### src/sv/button_debounce_click_classifier_defines.svh
// Assertion macros for the button qualifier.
`ifndef BUTTON_DEBOUNCE_CLICK_CLASSIFIER_DEFINES_SVH
`define BUTTON_DEBOUNCE_CLICK_CLASSIFIER_DEFINES_SVH

// Same-cycle implication.
`define BDCC_ASSERT_NOW(lbl, clk, rst, ante, cons) \
   lbl: assert property (@(posedge clk) disable iff (rst) (ante) |-> (cons)) \
      else $error("bdcc: same-cycle check failed");

// Next-cycle implication.
`define BDCC_ASSERT_NEXT(lbl, clk, rst, ante, cons) \
   lbl: assert property (@(posedge clk) disable iff (rst) (ante) |=> (cons)) \
      else $error("bdcc: next-cycle check failed");

`endif

### src/sv/bdcc_pkg.sv
package bdcc_pkg;

   localparam int LEVEL_W   = 5;
   localparam int NOW_W     = 32;
   localparam int INDEX_W   = 3;
   localparam int EVENT_W   = 2;
   localparam int DEB_W     = 4;
   localparam int THRESH_W  = 16;
   localparam int CSR_IDX_W = 2;
   localparam int CSR_DATA_W = 16;

   localparam logic [DEB_W-1:0]    DEBOUNCE_POLLS_RESET = 4'd3;
   localparam logic [THRESH_W-1:0] HOLD_MS_RESET        = 16'd500;
   localparam logic [THRESH_W-1:0] RELEASE_MS_RESET     = 16'd150;
   localparam logic [LEVEL_W-1:0]  IDLE_LEVELS_RESET    = 5'd4;

   localparam logic [EVENT_W-1:0]  EVENT_NONE = 2'd0;

   typedef enum logic {
      REQ_POLL  = 1'b0,
      REQ_CHECK = 1'b1
   } req_kind_type;

   typedef enum logic [CSR_IDX_W-1:0] {
      CSR_DEBOUNCE_POLLS = 2'd0,
      CSR_HOLD_MS        = 2'd1,
      CSR_RELEASE_MS     = 2'd2,
      CSR_IDLE_LEVELS    = 2'd3
   } csr_index_type;

   typedef enum logic [2:0] {
      CLICK_RELEASED   = 3'd0,
      CLICK_PUSHED     = 3'd1,
      CLICK_DOUBLE     = 3'd2,
      CLICK_HELD       = 3'd3,
      CLICK_WAIT_PRESS = 3'd4,
      CLICK_WAIT_AGAIN = 3'd5
   } click_state_type;

endpackage

### src/sv/bdcc_if.sv
interface bdcc_req_if;
   logic                            valid;
   logic                            ready;
   logic                            req_type;
   logic [bdcc_pkg::LEVEL_W-1:0]    raw_levels;
   logic [bdcc_pkg::NOW_W-1:0]      now_ms;
   logic [bdcc_pkg::INDEX_W-1:0]    button_index;

   modport source (output valid, req_type, raw_levels, now_ms, button_index, input ready);
   modport sink (input valid, req_type, raw_levels, now_ms, button_index, output ready);
endinterface

interface bdcc_rsp_if;
   logic                            valid;
   logic                            ready;
   logic [bdcc_pkg::EVENT_W-1:0]    event_code;
   logic [bdcc_pkg::LEVEL_W-1:0]    debounced_levels;

   modport source (output valid, event_code, debounced_levels, input ready);
   modport sink (input valid, event_code, debounced_levels, output ready);
endinterface

### src/sv/button_debounce_click_classifier.sv
// Button debouncer and click classifier.
// req channel: a poll word (req_type 0) carries raw pin levels and the
//   millisecond tick; a check word (req_type 1) names one button and
//   consumes its pending event (pushed, double or held).
// rsp channel: exactly one word per request: event_code (always 0 for a
//   poll) and the debounced levels after the request.
// csr port: write enable, index and data; write only while the block is idle.
// Pipeline: a word accepted on req is captured in the input register,
//   processed by the compute stage and shown on rsp from the output register.
//   Throughput is one word per cycle while rsp is not stalled, set by the single
//   compute stage between the input and output registers.
// Reset (synchronous, active high) restores the register defaults, sets
//   every button released at its reset idle level and empties both stages.
// A stalled rsp holds its word; the input register keeps taking one more
//   word, then req.ready drops until the output moves.
`include "button_debounce_click_classifier_defines.svh"

module button_debounce_click_classifier #(
   parameter int BUTTON_COUNT = 5
) (
   input  logic                                  clock,
   input  logic                                  reset,
   bdcc_req_if.sink                              req,
   bdcc_rsp_if.source                            rsp,
   input  logic                                  csr_wr_en,
   input  logic [bdcc_pkg::CSR_IDX_W-1:0]        csr_index,
   input  logic [bdcc_pkg::CSR_DATA_W-1:0]       csr_wdata
);

   localparam int LW = bdcc_pkg::LEVEL_W;

   logic [bdcc_pkg::DEB_W-1:0]    debounce_polls_ff;
   logic [bdcc_pkg::THRESH_W-1:0] hold_ms_ff;
   logic [bdcc_pkg::THRESH_W-1:0] release_ms_ff;
   logic [LW-1:0]                 idle_levels_ff;

   logic                          in_valid_ff;
   logic                          in_type_ff;
   logic [LW-1:0]                 in_raw_ff;
   logic [bdcc_pkg::NOW_W-1:0]    in_now_ff;
   logic [bdcc_pkg::INDEX_W-1:0]  in_idx_ff;

   logic                          out_valid_ff;
   logic [bdcc_pkg::EVENT_W-1:0]  event_ff, event_in;
   logic [LW-1:0]                 levels_ff, levels_in, levels_now;

   logic [BUTTON_COUNT-1:0]       confirmed_ff, confirmed_in;
   logic [BUTTON_COUNT-1:0]       change_ff, change_in;
   logic [bdcc_pkg::DEB_W-1:0]    differ_ff [BUTTON_COUNT];
   logic [bdcc_pkg::DEB_W-1:0]    differ_in [BUTTON_COUNT];
   bdcc_pkg::click_state_type     state_ff [BUTTON_COUNT];
   bdcc_pkg::click_state_type     state_in [BUTTON_COUNT];
   logic [bdcc_pkg::NOW_W-1:0]    mark_ff [BUTTON_COUNT];
   logic [bdcc_pkg::NOW_W-1:0]    mark_in [BUTTON_COUNT];

   logic [BUTTON_COUNT-1:0]       raw_bit, idle_bit, reset_level;
   logic                          advance;

   assign advance   = in_valid_ff && (!out_valid_ff || rsp.ready);
   assign req.ready = !in_valid_ff || advance;
   assign rsp.valid = out_valid_ff;
   assign rsp.event_code = event_ff;
   assign rsp.debounced_levels = levels_ff;

   for (genvar g = 0; g < BUTTON_COUNT; g++) begin : g_btn
      if (g < LW) begin : g_pin
         assign raw_bit[g]     = in_raw_ff[g];
         assign idle_bit[g]    = idle_levels_ff[g];
         assign reset_level[g] = bdcc_pkg::IDLE_LEVELS_RESET[g];
      end else begin : g_nopin
         assign raw_bit[g]     = 1'b0;
         assign idle_bit[g]    = 1'b0;
         assign reset_level[g] = 1'b0;
      end
   end

   for (genvar g = 0; g < LW; g++) begin : g_lvl
      if (g < BUTTON_COUNT) begin : g_used
         assign levels_in[g]  = confirmed_in[g];
         assign levels_now[g] = confirmed_ff[g];
      end else begin : g_unused
         assign levels_in[g]  = 1'b0;
         assign levels_now[g] = 1'b0;
      end
   end

   always_ff @(posedge clock) begin
      if (reset) begin
         debounce_polls_ff <= bdcc_pkg::DEBOUNCE_POLLS_RESET;
         hold_ms_ff        <= bdcc_pkg::HOLD_MS_RESET;
         release_ms_ff     <= bdcc_pkg::RELEASE_MS_RESET;
         idle_levels_ff    <= bdcc_pkg::IDLE_LEVELS_RESET;
      end else if (csr_wr_en) begin
         unique case (bdcc_pkg::csr_index_type'(csr_index))
            bdcc_pkg::CSR_DEBOUNCE_POLLS: debounce_polls_ff <= csr_wdata[bdcc_pkg::DEB_W-1:0];
            bdcc_pkg::CSR_HOLD_MS:        hold_ms_ff        <= csr_wdata;
            bdcc_pkg::CSR_RELEASE_MS:     release_ms_ff     <= csr_wdata;
            bdcc_pkg::CSR_IDLE_LEVELS:    idle_levels_ff    <= csr_wdata[LW-1:0];
         endcase
      end
   end

   // input stage
   always_ff @(posedge clock) begin
      if (reset) begin
         in_valid_ff <= 1'b0;
      end else if (req.ready) begin
         in_valid_ff <= req.valid;
      end
   end

   always_ff @(posedge clock) begin
      if (req.valid && req.ready) begin
         in_type_ff <= req.req_type;
         in_raw_ff  <= req.raw_levels;
         in_now_ff  <= req.now_ms;
         in_idx_ff  <= req.button_index;
      end
   end

   // output stage
   always_ff @(posedge clock) begin
      if (reset) begin
         out_valid_ff <= 1'b0;
      end else if (advance) begin
         out_valid_ff <= 1'b1;
      end else if (rsp.ready) begin
         out_valid_ff <= 1'b0;
      end
   end

   always_ff @(posedge clock) begin
      if (advance) begin
         event_ff  <= event_in;
         levels_ff <= levels_in;
      end
   end

   // per-button state
   always_ff @(posedge clock) begin
      if (reset) begin
         confirmed_ff <= reset_level;
         change_ff    <= '0;
         for (int i = 0; i < BUTTON_COUNT; i++) begin
            differ_ff[i] <= '0;
            state_ff[i]  <= bdcc_pkg::CLICK_RELEASED;
         end
      end else begin
         confirmed_ff <= confirmed_in;
         change_ff    <= change_in;
         for (int i = 0; i < BUTTON_COUNT; i++) begin
            differ_ff[i] <= differ_in[i];
            state_ff[i]  <= state_in[i];
         end
      end
   end

   always_ff @(posedge clock) begin
      for (int i = 0; i < BUTTON_COUNT; i++) begin
         mark_ff[i] <= mark_in[i];
      end
   end

   always_comb begin
      logic [bdcc_pkg::DEB_W-1:0] cnt;
      logic                       lvl;
      logic                       chg;
      logic [bdcc_pkg::NOW_W-1:0] elapsed;
      logic                       pending;
      confirmed_in = confirmed_ff;
      change_in    = change_ff;
      event_in     = bdcc_pkg::EVENT_NONE;
      for (int i = 0; i < BUTTON_COUNT; i++) begin
         differ_in[i] = differ_ff[i];
         state_in[i]  = state_ff[i];
         mark_in[i]   = mark_ff[i];
         cnt          = differ_ff[i] + 4'd1;
         lvl          = confirmed_ff[i];
         chg          = change_ff[i];
         elapsed      = in_now_ff - mark_ff[i];
         pending      = (state_ff[i] == bdcc_pkg::CLICK_PUSHED) ||
                        (state_ff[i] == bdcc_pkg::CLICK_DOUBLE) ||
                        (state_ff[i] == bdcc_pkg::CLICK_HELD);
         if (advance && (in_type_ff == bdcc_pkg::REQ_POLL)) begin
            if (raw_bit[i] != confirmed_ff[i]) begin
               if (cnt >= debounce_polls_ff) begin
                  lvl          = raw_bit[i];
                  chg          = 1'b1;
                  differ_in[i] = '0;
               end else begin
                  differ_in[i] = cnt;
               end
            end else begin
               differ_in[i] = '0;
            end
            unique case (state_ff[i])
               bdcc_pkg::CLICK_RELEASED: begin
                  if (chg && (lvl != idle_bit[i])) begin
                     state_in[i] = bdcc_pkg::CLICK_WAIT_PRESS;
                     mark_in[i]  = in_now_ff;
                     chg         = 1'b0;
                  end
               end
               bdcc_pkg::CLICK_WAIT_PRESS: begin
                  if (lvl == idle_bit[i]) begin
                     state_in[i] = bdcc_pkg::CLICK_WAIT_AGAIN;
                     mark_in[i]  = in_now_ff;
                     chg         = 1'b0;
                  end else if (elapsed > {16'd0, hold_ms_ff}) begin
                     state_in[i] = bdcc_pkg::CLICK_HELD;
                  end
               end
               bdcc_pkg::CLICK_WAIT_AGAIN: begin
                  if (lvl != idle_bit[i]) begin
                     state_in[i] = bdcc_pkg::CLICK_DOUBLE;
                     chg         = 1'b0;
                  end else if (elapsed > {16'd0, release_ms_ff}) begin
                     state_in[i] = bdcc_pkg::CLICK_PUSHED;
                  end
               end
               default: ;
            endcase
            confirmed_in[i] = lvl;
            change_in[i]    = chg;
         end else if (advance && (in_type_ff == bdcc_pkg::REQ_CHECK) &&
                      (32'(in_idx_ff) == i) && pending) begin
            event_in     = state_ff[i][bdcc_pkg::EVENT_W-1:0];
            state_in[i]  = bdcc_pkg::CLICK_RELEASED;
            change_in[i] = 1'b0;
         end
      end
   end

   `BDCC_ASSERT_NEXT(a_poll_no_event, clock, reset,
      advance && (in_type_ff == bdcc_pkg::REQ_POLL), rsp.event_code == bdcc_pkg::EVENT_NONE)
   `BDCC_ASSERT_NEXT(a_check_range, clock, reset,
      advance && (in_type_ff == bdcc_pkg::REQ_CHECK) && (32'(in_idx_ff) >= BUTTON_COUNT),
      rsp.event_code == bdcc_pkg::EVENT_NONE)
   `BDCC_ASSERT_NOW(a_full_blocks, clock, reset, in_valid_ff && !advance, !req.ready)
   `BDCC_ASSERT_NEXT(a_levels_track, clock, reset, advance, rsp.debounced_levels == levels_now)

endmodule

### src/flat_wrapper.sv
// flat-port wrapper written by rule: the top's interface ports become plain ports
module button_debounce_click_classifier_flat 
#(
   parameter int BUTTON_COUNT = 5
)
  (clock, reset, csr_wr_en, csr_index, csr_wdata, req_valid, req_req_type, req_raw_levels, req_now_ms, req_button_index, req_ready, rsp_valid, rsp_event_code, rsp_debounced_levels, rsp_ready);
  bdcc_req_if req_i ();
  bdcc_rsp_if rsp_i ();
  input  logic clock;
  input  logic reset;
  input  logic csr_wr_en;
  input  logic [bdcc_pkg::CSR_IDX_W-1:0] csr_index;
  input  logic [bdcc_pkg::CSR_DATA_W-1:0] csr_wdata;
  input wire logic [$bits(req_i.valid)-1:0] req_valid;
  input wire logic [$bits(req_i.req_type)-1:0] req_req_type;
  input wire logic [$bits(req_i.raw_levels)-1:0] req_raw_levels;
  input wire logic [$bits(req_i.now_ms)-1:0] req_now_ms;
  input wire logic [$bits(req_i.button_index)-1:0] req_button_index;
  output wire logic [$bits(req_i.ready)-1:0] req_ready;
  output wire logic [$bits(rsp_i.valid)-1:0] rsp_valid;
  output wire logic [$bits(rsp_i.event_code)-1:0] rsp_event_code;
  output wire logic [$bits(rsp_i.debounced_levels)-1:0] rsp_debounced_levels;
  input wire logic [$bits(rsp_i.ready)-1:0] rsp_ready;
  assign req_i.valid = req_valid;
  assign req_i.req_type = req_req_type;
  assign req_i.raw_levels = req_raw_levels;
  assign req_i.now_ms = req_now_ms;
  assign req_i.button_index = req_button_index;
  assign req_ready = req_i.ready;
  assign rsp_valid = rsp_i.valid;
  assign rsp_event_code = rsp_i.event_code;
  assign rsp_debounced_levels = rsp_i.debounced_levels;
  assign rsp_i.ready = rsp_ready;
  button_debounce_click_classifier #(.BUTTON_COUNT(BUTTON_COUNT)) u_core (.clock(clock), .reset(reset), .req(req_i), .rsp(rsp_i), .csr_wr_en(csr_wr_en), .csr_index(csr_index), .csr_wdata(csr_wdata));
endmodule
### config.mk
export PLATFORM = sky130hd
export DESIGN_NAME = button_debounce_click_classifier_flat
export DESIGN_NICKNAME = d
export VERILOG_FILES = /design/src/sv/bdcc_pkg.sv /design/src/sv/bdcc_if.sv /design/src/sv/button_debounce_click_classifier.sv /design/src/flat_wrapper.sv
export VERILOG_INCLUDE_DIRS = /design/src /design/src/sv
export SDC_FILE = /design/constraint.sdc
export NUM_CORES = 1
export LEC_CHECK = 0
export BUFFER_PORTS_ARGS = -buffer_cell sky130_fd_sc_hd__buf_4
export CAP_MARGIN = 20
export CORE_AREA = 8 8 205 207
export CTS_BUF_LIST = sky130_fd_sc_hd__clkbuf_8 sky130_fd_sc_hd__clkbuf_16
export CTS_CLUSTER_SIZE = 30
export DETAILED_ROUTE_END_ITERATION = 6
export DIE_AREA = 0 0 213 215
export HOLD_SLACK_MARGIN = 0.15
export MAX_ROUTING_LAYER = met4
export PLACE_DENSITY = 0.86
export SLEW_MARGIN = 20
export SYNTH_ARGS = -nofsm -noshare
export SYNTH_HDL_FRONTEND = slang
export SYNTH_SLANG_ARGS = --single-unit
### constraint.sdc
create_clock -name clock -period 9.9 [get_ports clock]
set_clock_uncertainty 0.15 [all_clocks]
set_input_delay 2.475 -clock clock [delete_from_list [all_inputs] [get_ports clock]]
set_output_delay 2.475 -clock clock [all_outputs]
set_load 0.05 [all_outputs]
==> impl_metrics.toml <==
[synthesis]
synth_compound_area_share_pct = 21.3
netlist_top_cells_count = "340 x ha_1, 268 x a21oi_1, 240 x inv_1"
ys_ff_latch = 296
synth_top_family_by_area = "compound AO/OA/AOI/OAI gates"
synthFlopType = "edfxtp_1"
muxShareOfSynthArea_pct = 1.48
synthDominantCellAreaShare_pct = 25.6
synth_seq_area_share_pct = 32.8
syn_inst = 2739
synth_xor_area_share_pct = 4.34
synthSimpleGateAreaFrac_pct = 16.9
synth-edff-count = 208
yosysUniqueCellTypes = 96
synth_area_leader_cell = "edfxtp_1"
syn_nets = 3148
postSynthAreaPerCell_um2 = 8.91
ys_warn_count = 0
synth_fa_ha_area_share_pct = 17.8
synth.most_common_cell = "ha_1"
syn_area_mm2 = 0.0244
synthTopCellsByArea = "edfxtp_1 26%, ha_1 17%, dfxtp_1 7.2%, a21oi_1 5.5%, inv_1 3.7%"
async_flop_share_pct = 0

[setup_path]
reg2reg_slack_ns = 3.85
crit_end = "u_core.state_ff[0][3]$_SDFFE_PP0P_"
reg2reg_from = "u_core.in_now_ff[6]$_DFFE_PP_"
worstSetupPathType = "register to register"
required_ns = 10.24
r2r-end = "u_core.state_ff[0][3]$_SDFFE_PP0P_"
critical-path-max-stage-delay_ns = 0.59
cp_max_fo = 10
crit_path_start_kind = "register"
endpoint_kind = "register"
cp_slowest_cell = "edfxtp_1"
crit_path_frequent_cell = "ha_1"
cp-startpoint = "u_core.in_now_ff[6]$_DFFE_PP_"
crit_chain = "ha_1, a2111o_1, o211ai_1, nand3b_1, a21o_1, a21oi_1, xnor2_1, ha_1, nand4_1, nor4_1, nor3_1, a211oi_1, a22oi_1, nor4_2, nand4b_1, or4b_1, o31ai_1, mux2i_1"
rr_worst_depth = 18
worst_ep_arrival_time_ns = 6.39

[timing]
timing.final.max_slew_violations = 0
worstMarginPinSlew_ns = 1.01
setup_ws_ns = 3.85
final-setup-viol-count = 0
slew_headroom_pct = 30.8
max_freq_ghz = 0.165
min_period_ns = 6.05
setup_tns_ns = 0
hold_violations = 0
fin_crit_sh_pct = 61.1
rsz0062_at_grt = "no"

[floorplan]
die_w_um = 213
pin_count = 73
fp.coreArea_mm2 = 0.0390
initial_core_util_pct = 62.6
dieArea_mm2 = 0.0458
die_h_um = 215
rows = 73

[grt]
globalRouteMet1Util_pct = 42.8
grtUsageMet3_pct = 7.13
grt_max_degree = 90
grt_antenna_before_repair = 1
grt_pass1_vias = 20400
top_usage_layer = "met2"
grt_pass1_wl_um = 113000
grtUsageTotal_pct = 32.4
overflow = 0
grtUsageMet2_pct = 47.8

[clock_network]
cts_tree = "done"
cts_inserted_buffers = 37
worstSkewPairLatency_ns = 0.57
cts_max_level = 2
clk_pin_slew_ns = 0.06
cts_setup_buffers = 0
cts_root_buf = "clkbuf_16"
ctsHoldBuffers = 0
cts_sinks = 296
postCtsResizedCells = 0
clock_path_buffers = 3

[finish]
num-fill-cells = 3107
final_layout_size_suffix_gt1_share_pct = 6.83
fin_cells = 3339
nNetsFinal = 3193
syn_to_final_growth_pct = 8.84

[hold_path]
hold_path.class = "register to register"

[placed_design]
dp_slack_ns = 3.97
place_inst = 3268
dp_hpwl_um = 57900
gp_congestion = 0.995
portBuffers = 72

[drt]
vias_per_cell = 6.56
ant_nets = 0
first_iter_violations = 2307
vias = 21900
postRouteWirelength_um = 74600
wire_per_inst_um = 22.3
drc = 0
drt_pre_antenna_iters = 6

[pwr]
p_leak_nw = 11.2
ir_drop_v = 0.000153
p_per_area_mw_per_mm2 = 134

[run_status]
outcome = "complete, no violations"

[run]
drv_cap = 0
report_power, final:
part	leakage, nW	internal, mW	total (mW)	switching (mW)
logic	7.99	0.310	0.802	0.492
registers	2.62	1.35	1.39	0.0406
clock network	0.628	0.803	1.37	0.564
layout by cell type, fill, tap and decap left out, types with 41 or more instances in the layout:
cell type | synthesis | layout
a21o_1 | 65 | 65
a21oi_1 | 268 | 268
buf_4 | 1 | 87
clkbuf_16 | 0 | 41
dfxtp_1 | 88 | 88
edfxtp_1 | 208 | 208
ha_1 | 340 | 340
inv_1 | 240 | 249
nand2_1 | 235 | 235
nand2b_1 | 50 | 50
nand3_1 | 70 | 70
nand4_1 | 71 | 71
nor2_1 | 197 | 197
o21ai_0 | 98 | 98
xnor2_1 | 75 | 75
xor2_1 | 46 | 46
per-layer routing:
layer / share of wire [%] / wire (um)
met5: 0 / 0
met4: 4.3 / 3220
met3: 9.1 / 6780
met2: 44 / 32800
met1: 43 / 31800
flip-flops by register name (all words and copies together) (netlist names), 5 cells and up:
register                     cells
u_core.differ_ff                20
u_core.confirmed_ff              5
u_core.state_ff                 15
u_core.hold_ms_ff               16
u_core.mark_ff                 160
u_core.in_raw_ff                 5
u_core.change_ff                 5
u_core.idle_bit                  5
u_core.release_ms_ff            16
u_core.rsp.debounced_levels      5
u_core.in_now_ff                32
how the worst min path moves through the flow:
stage,from,slack [ns],end,cells after the start
global placement,u_core.release_ms_ff[11]$_SDFFE_PP0P_,0.30,u_core.release_ms_ff[11]$_SDFFE_PP0P_,2
finish,u_core.hold_ms_ff[1]$_SDFFE_PP0P_,0.30,u_core.hold_ms_ff[1]$_SDFFE_PP0P_,2
global route,u_core.release_ms_ff[3]$_SDFFE_PP0P_,0.33,u_core.release_ms_ff[3]$_SDFFE_PP0P_,2
detailed placement,u_core.hold_ms_ff[13]$_SDFFE_PP0P_,0.30,u_core.hold_ms_ff[13]$_SDFFE_PP0P_,2
CTS,u_core.hold_ms_ff[13]$_SDFFE_PP0P_,0.31,u_core.hold_ms_ff[13]$_SDFFE_PP0P_,2
floorplan,u_core.release_ms_ff[10]$_SDFFE_PP0P_,0.28,u_core.release_ms_ff[10]$_SDFFE_PP0P_,2
area by class of cell:
cell class / count / area (um^2) / share of cell area, %
flip-flops and latches: 296 / 8010 / 30.1
diodes: 2 / 5.00 / 0.0188
repair buffers: 87 / 653 / 2.46
inverters: 240 / 901 / 3.39
clock buffers: 42 / 1040 / 3.91
well taps: 525 / 657 / 2.47
clock inverters: 25 / 169 / 0.636
multi-input cells: 2122 / 15100 / 57.0
metrics by stage:
step | cell area (um^2) | power (mW) | utilization, % | hold WS, ns
after floorplan | 24400 | 1.96 | - | 0.284
after detailed placement | 25300 | 2.19 | 64.9 | 0.300
after global routing | 26600 | 3.71 | 68.1 | 0.329
after global placement | 25300 | 2.17 | 64.9 | 0.295
after CTS | 26500 | 3.56 | 68.0 | 0.308
final | 26600 | 3.56 | 68.1 | 0.305
critical path, delay by kind of cell (launching register included):
| kind | cells | cell delay [ns] |
|---|---|---|
| AOI/OAI and AO/OA | 7 | 2.30 |
| and+or+nand+nor | 7 | 1.74 |
| adders and majority gates | 2 | 0.80 |
| DFF | 1 | 0.59 |
| muxes | 1 | 0.24 |
| xor gates and xnor gates | 1 | 0.15 |
cells by family (layout without fill, tap and decap cells):
logic type      count (synthesis)  after routing
other cells                     0              2
fa+ha+maj                     345            345
xor+xnor                      121            121
mux                            35             35
buf+inv                       321            394
simple gates                  833            833
flops                         296            296
compound gates                788            788
Power figures use the tool's default switching activity.
